<file path="config.mk">
export PLATFORM = sky130hd
export DESIGN_NAME = tcst_ctrl
export DESIGN_NICKNAME = d
export VERILOG_FILES = /design/src/design/tcst_pkg.sv /design/src/design/tcst_ctrl.sv
export SDC_FILE = /design/constraint.sdc
export NUM_CORES = 1
export LEC_CHECK = 0
export ABC_CLOCK_PERIOD_IN_PS = 4300
export BUFFER_PORTS_ARGS = -buffer_cell sky130_fd_sc_hd__buf_2
export CORE_MARGIN = 5
export CORE_UTILIZATION = 54
export CTS_CLUSTER_DIAMETER = 40
export DETAILED_ROUTE_END_ITERATION = 8
export PLACE_DENSITY = 0.85
export REMOVE_ABC_BUFFERS = 1
export SYNTH_ARGS = -nofsm -noshare
export SYNTH_HDL_FRONTEND = slang
export SYNTH_SLANG_ARGS = --single-unit
</file>
<file path="constraint.sdc">
create_clock -name clk -period 4.3 [get_ports clk]
set_input_delay 0.86 -clock clk [delete_from_list [all_inputs] [get_ports clk]]
set_output_delay 0.86 -clock clk [all_outputs]
set_load 0.005 [all_outputs]
</file>
<file path="src/design/tcst_pkg.sv">
package tcst_pkg;

  localparam int Capacity = 32;
  localparam int IdxW = $clog2(Capacity);
  localparam int CntW = $clog2(Capacity + 1);
  // Entry layout: done, time, body, dvx, dvy, dvz
  localparam int EntW = 1 + 32 + 16 + 32 + 32 + 32;

  localparam logic KIND_ADD = 1'b0;
  localparam logic KIND_APPLY = 1'b1;

  localparam logic [1:0] RES_ACK = 2'd0;
  localparam logic [1:0] RES_FIRE = 2'd1;
  localparam logic [1:0] RES_SUM = 2'd2;

  localparam logic ST_OK = 1'b0;
  localparam logic ST_FULL = 1'b1;

  typedef struct packed {
    logic        kind;
    logic [31:0] burn_time;
    logic [15:0] burn_body;
    logic signed [31:0] dv_x;
    logic signed [31:0] dv_y;
    logic signed [31:0] dv_z;
    logic [31:0] window_start;
    logic [31:0] window_end;
  } in_item_t;

  typedef struct packed {
    logic [1:0]  result_kind;
    logic        status;
    logic [5:0]  slot_index;
    logic [15:0] out_body;
    logic signed [31:0] out_dv_x;
    logic signed [31:0] out_dv_y;
    logic signed [31:0] out_dv_z;
    logic [5:0]  applied_count;
    logic        last;
  } out_item_t;

  typedef struct packed {
    logic        done;
    logic [31:0] t;
    logic [15:0] body;
    logic [31:0] dvx;
    logic [31:0] dvy;
    logic [31:0] dvz;
  } entry_t;

  typedef enum logic [2:0] {
    S_IDLE, S_SHIFT_RD, S_SHIFT_WR, S_INSERT, S_SCAN_RD, S_SCAN_CHK, S_DONE
  } state_t;

  // Controller to datapath commands
  typedef struct packed {
    logic            load;      // capture input item
    logic            rd;        // read entry at index
    logic [IdxW-1:0] rd_addr;
    logic            wr;        // write entry
    logic [IdxW-1:0] wr_addr;
    logic            wr_sel;    // 0: write read data (shift/mark), 1: new entry
    logic            wr_mark;   // set done bit on the written data
    logic            inc_count;
    logic            inc_fired;
    logic            emit;
    logic [1:0]      emit_kind;
    logic            emit_full;
    logic [IdxW:0]   emit_slot;
  } dp_cmd_t;

  // Datapath to controller status
  typedef struct packed {
    logic [CntW-1:0] count;
    logic          rd_gt;   // read entry time > new time
    logic          rd_hit;  // read entry not done and in window
  } dp_sts_t;

endpackage

</file>
<file path="src/design/tcst_ctrl.sv">
module tcst_ctrl (
  input  logic              clk,
  input  logic              rst_n,
  input  logic              start,
  input  logic              in_kind,
  input  tcst_pkg::dp_sts_t sts,
  output tcst_pkg::dp_cmd_t cmd,
  output logic              busy
);

  tcst_pkg::state_t state_r, state_nxt;
  logic [tcst_pkg::IdxW:0] pos_r, pos_nxt;

  // State and position registers
  always_ff @(posedge clk) begin
    if (!rst_n) begin
      state_r <= tcst_pkg::S_IDLE;
      pos_r <= '0;
    end else begin
      state_r <= state_nxt;
      pos_r <= pos_nxt;
    end
  end

  // Next state and commands
  always_comb begin
    state_nxt = state_r;
    pos_nxt = pos_r;
    cmd = '0;
    busy = 1'b1;
    case (state_r)
      tcst_pkg::S_IDLE: begin
        busy = 1'b0;
        if (start) begin
          cmd.load = 1'b1;
          if (in_kind == tcst_pkg::KIND_ADD) begin
            if (sts.count >= (tcst_pkg::CntW)'(tcst_pkg::Capacity)) begin
              cmd.emit = 1'b1;
              cmd.emit_kind = tcst_pkg::RES_ACK;
              cmd.emit_full = tcst_pkg::ST_FULL;
              state_nxt = tcst_pkg::S_DONE;
            end else begin
              pos_nxt = (tcst_pkg::IdxW+1)'(sts.count);
              state_nxt = (sts.count == '0) ? tcst_pkg::S_INSERT : tcst_pkg::S_SHIFT_RD;
            end
          end else begin
            pos_nxt = '0;
            state_nxt = tcst_pkg::S_SCAN_RD;
          end
        end
      end
      // Read entry below the hole
      tcst_pkg::S_SHIFT_RD: begin
        cmd.rd = 1'b1;
        cmd.rd_addr = tcst_pkg::IdxW'(pos_r - 1'b1);
        state_nxt = tcst_pkg::S_SHIFT_WR;
      end
      // Move it up if later than the new time, else insert
      tcst_pkg::S_SHIFT_WR: begin
        if (sts.rd_gt) begin
          cmd.wr = 1'b1;
          cmd.wr_addr = tcst_pkg::IdxW'(pos_r);
          pos_nxt = pos_r - 1'b1;
          state_nxt = (pos_r == (tcst_pkg::IdxW+1)'(1)) ? tcst_pkg::S_INSERT
                                                         : tcst_pkg::S_SHIFT_RD;
        end else begin
          state_nxt = tcst_pkg::S_INSERT;
        end
      end
      tcst_pkg::S_INSERT: begin
        cmd.wr = 1'b1;
        cmd.wr_sel = 1'b1;
        cmd.wr_addr = tcst_pkg::IdxW'(pos_r);
        cmd.inc_count = 1'b1;
        cmd.emit = 1'b1;
        cmd.emit_kind = tcst_pkg::RES_ACK;
        cmd.emit_full = tcst_pkg::ST_OK;
        cmd.emit_slot = pos_r;
        state_nxt = tcst_pkg::S_DONE;
      end
      tcst_pkg::S_SCAN_RD: begin
        if (pos_r >= (tcst_pkg::IdxW+1)'(sts.count)) begin
          cmd.emit = 1'b1;
          cmd.emit_kind = tcst_pkg::RES_SUM;
          state_nxt = tcst_pkg::S_DONE;
        end else begin
          cmd.rd = 1'b1;
          cmd.rd_addr = tcst_pkg::IdxW'(pos_r);
          state_nxt = tcst_pkg::S_SCAN_CHK;
        end
      end
      // Fire and mark done on a hit
      tcst_pkg::S_SCAN_CHK: begin
        if (sts.rd_hit) begin
          cmd.wr = 1'b1;
          cmd.wr_mark = 1'b1;
          cmd.wr_addr = tcst_pkg::IdxW'(pos_r);
          cmd.inc_fired = 1'b1;
          cmd.emit = 1'b1;
          cmd.emit_kind = tcst_pkg::RES_FIRE;
        end
        pos_nxt = pos_r + 1'b1;
        state_nxt = tcst_pkg::S_SCAN_RD;
      end
      tcst_pkg::S_DONE: begin
        state_nxt = tcst_pkg::S_IDLE;
      end
      default: begin
        state_nxt = tcst_pkg::S_IDLE;
      end
    endcase
  end

endmodule

</file>
## Word level (Yosys, flattened, before mapping)

Cells that the tools add are included.

| operators by class | value |
|---|---|
| equality and inequality tests | 9 |
| reductions and logical operators | 4 |
| muxes and demuxes | 33 |
| add/subtract/negate cells | 2 |
| magnitude comparators | 2 |

Operators with widths:

| operator | count |
|---|---|
| 2-to-1 mux 6 bit | 8 |
| one-hot mux 6 bit (3 select lines) | 2 |
| one-hot mux 3 bit (6 select lines) | 1 |
| 2-to-1 mux 4 bit | 4 |
| 2-to-1 mux 3 bit | 4 |
| one-hot mux 3 bit (4 select lines) | 1 |
| one-hot mux 6 bit (2 select lines) | 1 |
| 2-to-1 mux 1 bit | 8 |
| 2-to-1 mux 2 bit | 4 |
| adder 6 x 1 -> 6 bit (second input constant) | 1 |
| == test 3 x 2 -> 1 bit (second input constant) | 2 |
| == test 3 bit (second input constant) | 2 |
| == test 6 x 1 -> 1 bit (second input constant) | 1 |
| greater-or-equal comparator 6 bit | 1 |
| greater-or-equal comparator 6 bit (second input constant) | 1 |
| zero test 6 bit | 1 |
| subtractor 6 x 1 -> 6 bit (second input constant) | 1 |
| != test 2 bit (second input constant) | 2 |
| AND reduction 4 bit | 1 |
| == test 3 x 1 -> 1 bit (second input constant) | 1 |
| zero test 3 bit | 1 |
| != test 3 bit (second input constant) | 1 |
| nonzero test 3 bit | 1 |

| storage, ports and cells | value |
|---|---|
| bits in registers | 9 |
| word-level logic and storage cells | 52 |

## Longest topological paths before layout

Gate-level depths: netlist (run 1).

| depth | value |
|---|---|
| depth after elaboration | 6 |
| gate-level depth with buffers | 7 |
| depth with buffers taken out | 7 |

## Worst setup path before layout (run 1)

No wires, ideal clock.

| path | value |
|---|---|
| kind | in2out |
| start point | in sts[6] (netlist name) |
| end point | out cmd[22] (netlist name) |
| slack | 1294 ps |
| stages | 7 |
| required time | 3440 ps |
| arrival time | 2146 ps |
| buffers on the path | 0 |
| path through | inv_1 -> ha_1 -> a21o_1 -> a2111oi_0 -> o21ai_1 -> o21ai_1 -> a21o_1 |

RTL lines:

| what | line | source |
|---|---|---|
| from (decl) | tcst_ctrl.sv:6 | `input tcst_pkg::dp_sts_t sts,` |
| to (decl) | tcst_ctrl.sv:7 | `output tcst_pkg::dp_cmd_t cmd,` |

==> results of run 1 <==
[placed cells by master (no fill, tap or decap), types with 4 or more instances in the layout]
cell,instances
dfxtp_1,9
nand2_1,15
nand3_1,8
o21ai_0,5
inv_1,13
ha_1,9
buf_2,39
a21o_1,4
nand2b_1,4
o21ai_1,7
a21oi_1,17
nor2_1,15
[power by group]
group          total (mW)  internal, mW  switching [mW]  leakage (nW)
registers           0.164         0.102          0.0618        0.0738
logic               0.302         0.131           0.171         0.624
clock network      0.0596        0.0354          0.0242        0.0150
total               0.526         0.269           0.257         0.713
[cell type report]
cell class,count,share of cell area
flip-flops and latches,9,0.132
repair buffers,39,0.143
well taps,28,0.0256
multi-input cells,134,0.645
inverters,13,0.0356
clock buffers,4,0.0192
[sequential cells by signal, indices dropped and copies added, names as in the netlist]
register  count
pos_r         6
state_r       3
[worst max path at each step]
stage          endpoint  slack [ps]
5_1_grt         cmd[21]         760
6_report        cmd[21]         850
3_5_place_dp    cmd[21]         910
2_1_floorplan   cmd[22]        1290
3_3_place_gp    cmd[22]        1010
4_1_cts         cmd[21]         880
[worst max-delay path, stage by stage]
cell       delay, ps
buf_2             90
inv_1             50
ha_1             300
a21o_1           180
a2111oi_0        420
o21ai_1          290
o22ai_1          240
buf_2            150
[metal layers]
layer / vias to the layer above / global-route usage / wire length, um
li1: 678 / - / -
met1: 613 / 0.277 / 1370
met2: 79 / 0.351 / 1570
met3: 10 / 0.0391 / 312
met4: 0 / 0.103 / 59
met5: - / 0 / 0
[cells by family (layout without fill, tap and decap cells)]
kind of cell             Yosys count  after routing  synth area share
AO/OA/AOI/OAI                     61             61             0.342
adder cells (fa/ha/maj)            9              9            0.0950
buffers and inverters             24             56             0.102
flip-flops                         9              9             0.152
multiplexers                       1              1           0.00845
AND/OR/NAND/NOR                   63             63             0.300
==> impl_metrics.json, run 1 <==
{
  "outcome": "finished, final reports clean",
  "timing.final.crit_share": 0.802,
  "power_density_mw_per_mm2": 384,
  "synthCells": 167,
  "syn_avg_cell_area_um2": 7.10,
  "fin_nets": 221,
  "clock.fmax_mhz": 290,
  "r2r_end": "state_r[0]",
  "fin_ws_ps": 851,
  "synthArstFlopShare": 0,
  "worstPathArrival_ps": 2590,
  "place_area_mm2": 0.00134,
  "antennaDiodeCount": 0,
  "timing_worst_setup_path_type": "in -> out",
  "fin_util": 0.637,
  "grt_max_degree": 18,
  "worst_setup_path_end_kind": "output pin",
  "clkTransAtPathRegs_ps": 50,
  "synth_common_cells": "a21oi_1 (17), nand2_1 (15), nor2_1 (15)",
  "numCtsBuffers": 3,
  "holdBufCountCts": 0,
  "grt_pass1_vias": 1304,
  "cp-start-kind": "input pin",
  "design_area_mm2": 0.00137,
  "cts_tree": "built",
  "wirelength_um": 3320,
  "antenna_found_initial": 0,
  "routabilityCongestion": 0.891,
  "synth_most_common_cell": "a21oi_1",
  "placedCellCount": 223,
  "reg2reg_depth": 5,
  "synth_area_leaders": "dfxtp_1 (15%), ha_1 (9.5%), a21oi_1 (7.2%), nand2_1 (4.8%), nor2_1 (4.8%)",
  "drv_cap": 0,
  "syn_to_final_growth_pct": 15.5,
  "dp_hpwl_um": 2630,
  "min_path_cells": 2,
  "hp-class": "reg -> reg",
  "dieArea_mm2": 0.00323,
  "fillers": 202,
  "layoutNonFillerInstCount": 227,
  "ioPinCount": 40,
  "drc": 0,
  "cts_root_buf": "clkbuf_4",
  "pre_cts_slack_ps": 906,
  "drive_gt1_frac": 0.251,
  "coreArea_mm2": 0.00215,
  "critPathMaxFanout": 7,
  "fin_setup_tns_ps": 0,
  "portBuffers": 39,
  "via_per_inst": 6.08,
  "max-slew-margin-rel": 0.604,
  "syn_area_mm2": 0.00118,
  "worst_pin_slew_ps": 593,
  "clockBufferDepth": 2,
  "htreeDepth": 1,
  "yosysTopAreaCellShare": 0.152,
  "r2r_setup_slack_ps": 2330,
  "ant_nets": 0,
  "cts.sinks": 9,
  "total_power_mw": 0.526,
  "grt_pass1_wl_um": 5790,
  "cts_setup_buffers": 0,
  "via_count": 1380,
  "num_rows": 17,
  "final_max_slew_viol_count": 0,
  "die_h_um": 56.8,
  "cts_resized": 0,
  "clk_latency_ps": 250,
  "yosys.area.top_type": "dfxtp_1",
  "multi_input_comb_area_um2": 883,
  "startpoint": "sts[6]",
  "die_w_um": 56.8,
  "drt_iter0_markers": 82,
  "finalSetupViolations": 0,
  "wl_per_cell_um": 14.6,
  "seq_area_um2": 180,
  "hp-start": "pos_r[5]",
  "peakVddDrop_uv": 254,
  "initial_utilization": 0.552,
  "yosysUniqueCellTypes": 52,
  "rsz0062_at_grt": "false",
  "overflow": 0,
  "clock_skew_ps": 0.744,
  "first_pass_iters": 4,
  "yosysWarnings": 0,
  "synth-edff-count": 0,
  "leakagePower_nw": 0.713,
  "grt_usage": 0.218,
  "hold_violations": 0,
  "crit_required_ps": 3440,
  "r2r_start": "pos_r[4]",
  "seq_area_frac_synth": 0.152,
  "ys_ff_latch": 9,
  "dominantRegCellSynth": "dfxtp_1",
  "holdWs_ps": 561,
  "min_to": "pos_r[5]",
  "min_period_ps": 3450
}
No activity file was read; power rests on OpenSTA's default activity.
==> run 2, diff against run 1 <==
- ABC_CLOCK_PERIOD_IN_PS: 4300 -> 3400
- CORE_UTILIZATION: 54 -> 50
- PLACE_DENSITY: 0.85 -> 0.79
- clock period: 4.3 -> 3.4 ns (I/O delays scaled with it)
==> run 2 against run 1 <==
  * Sequential cell count is the same
  * Count of clock-buffer cells in the layout unchanged
  * Largest cell class unchanged
  * First-iteration DRC count fell by 2.4%
  * Critical path depth did not move
==> impl_metrics.json, run 2 (same netlist as run 1, synthesis figures left out) <==
{
  "outcome": "finished, final reports clean",
  "drc": 0,
  "crit_slowest_cell": "dfxtp_1",
  "min_path_cells": 2,
  "cts_tree": "built",
  "layout_commonest_cell": "buf_2",
  "critPathMaxFanout": 9,
  "min_to": "pos_r[5]",
  "rsz0062_at_grt": "false",
  "pwr-share-comb": 0.586,
  "fin_nets": 222,
  "drive_gt1_frac": 0.255,
  "power.internal_mw": 0.344,
  "max-slew-margin-rel": 0.568,
  "clk_latency_ps": 260,
  "numCtsBuffers": 3,
  "switching_share": 0.494,
  "grt_usage": 0.212,
  "fin_setup_tns_ps": 0,
  "via_per_inst": 6.15,
  "hold_violations": 0,
  "clock_power_share": 0.122,
  "first_pass_iters": 4,
  "reg.largest.list": "pos_r x6, state_r x3",
  "clock_skew_ps": 3.22,
  "cts_setup_buffers": 0,
  "peakVddDrop_uv": 356,
  "grt_max_degree": 18,
  "timing_worst_setup_path_type": "reg -> out",
  "drt_iter0_markers": 80,
  "reg2reg_depth": 6,
  "antennaDiodeCount": 0,
  "final_cell_mix": "buf_2 (39), a21oi_1 (17), nor2_1 (15), nand2_1 (15), inv_1 (13)",
  "num_rows": 17,
  "finalSetupViolations": 0,
  "cp-start-kind": "flip-flop",
  "hp-start": "pos_r[5]",
  "grt_pass1_vias": 1252,
  "dieArea_mm2": 0.00344,
  "power_density_mw_per_mm2": 493,
  "coreArea_mm2": 0.00223,
  "crit_required_ps": 2720,
  "holdBufCountCts": 0,
  "worstPathArrival_ps": 2420,
  "dp_hpwl_um": 2730,
  "drv_cap": 0,
  "largest_reg_flops": 6,
  "portBuffers": 39,
  "initial_utilization": 0.531,
  "die_w_um": 58.7,
  "leakagePower_nw": 0.719,
  "hp-class": "reg -> reg",
  "r2r_start": "pos_r[0]",
  "ioPinCount": 40,
  "final_max_slew_viol_count": 0,
  "worst_pin_slew_ps": 647,
  "clockBufferDepth": 2,
  "overflow": 0,
  "regMostFlops": "pos_r",
  "ant_nets": 0,
  "cts_root_buf": "clkbuf_4",
  "p_sw_mw": 0.336,
  "holdWs_ps": 543,
  "worst_setup_path_end_kind": "output pin",
  "p_seq_frac": 0.292,
  "routabilityCongestion": 0.850,
  "crit_path_frequent_cell": "o21ai_1",
  "syn_to_final_growth_pct": 16.2,
  "wl_per_cell_um": 15.5,
  "antenna_found_initial": 0,
  "die_h_um": 58.7,
  "grt_pass1_wl_um": 5770,
  "fin_util": 0.616,
  "cts.sinks": 9,
  "min_period_ps": 3100,
  "via_count": 1402,
  "slowest_delay_ps": 500,
  "path_cells": "inv_1 > ha_1 > nand2b_1 > a31oi_1 > o21ai_1 > o21ai_1 > a21o_1 > buf_2",
  "timing.final.crit_share": 0.912,
  "clkTransAtPathRegs_ps": 60,
  "wirelength_um": 3530,
  "r2r_end": "state_r[0]",
  "clock.fmax_mhz": 322,
  "htreeDepth": 1,
  "cts_resized": 0,
  "r2r_setup_slack_ps": 1410
}
-- run 2: how the worst max path moves through the flow --
stage	start	end	slack, ps	cells past startpoint
floorplan	sts[6]	cmd[22]	750	7
global placement	sts[6]	cmd[22]	460	9
detailed placement	sts[6]	cmd[22]	390	9
CTS	pos_r[0]	cmd[22]	320	8
global route	pos_r[0]	cmd[22]	150	8
finish	pos_r[0]	cmd[22]	300	8
-- run 2: through the flow --
| step | power (mW) | worst slack, ps | instance area [um2] | cells |
|---|---|---|---|---|
| 6_report | 0.679 | 298 | 1380 | 228 |
| 3_5_place_dp | 0.592 | 393 | 1350 | 224 |
| 3_3_place_gp | 0.577 | 464 | 1350 | 224 |
| 2_1_floorplan | 0.457 | 751 | 1110 | 156 |
| 5_1_grt | 0.742 | 145 | 1380 | 228 |
| 4_1_cts | 0.677 | 321 | 1380 | 228 |
-- run 2: worst max-delay path: cells and delay by family (launching register included) --
kind / cells / cell delay (ps)
adder cells (fa/ha/maj): 1 / 300
AND/OR/NAND/NOR: 1 / 90
AO/OA/AOI/OAI: 4 / 970
buffers and inverters: 2 / 300
flip-flops: 1 / 500
-- run 2: per-layer routing --
layer / up-vias / global-route usage / share of wire
met1: 643 / 0.278 / 0.41
met3: 3 / 0.0395 / 0.094
met2: 74 / 0.357 / 0.49
li1: 682 / - / -
met5: - / 0 / 0
met4: 0 / 0.0518 / 0.0065
-- run 2: power groups by stage --
stage	registers [mW]	clock network [mW]	logic, mW
final	0.198	0.0827	0.398
after detailed placement	0.199	0	0.393
after floorplan	0.186	0	0.271
after global placement	0.196	0	0.381
after CTS	0.197	0.0842	0.396
after global routing	0.204	0.0911	0.447
-- run 2: layout make-up --
class / instances / area [um2]
Fill cell: 201 / 857
Tap cell: 28 / 35.0
Timing Repair Buffer: 40 / 203
Multi-Input combinational cell: 134 / 883
Sequential cell: 9 / 180
Inverter: 13 / 48.8
Clock buffer: 4 / 26.3
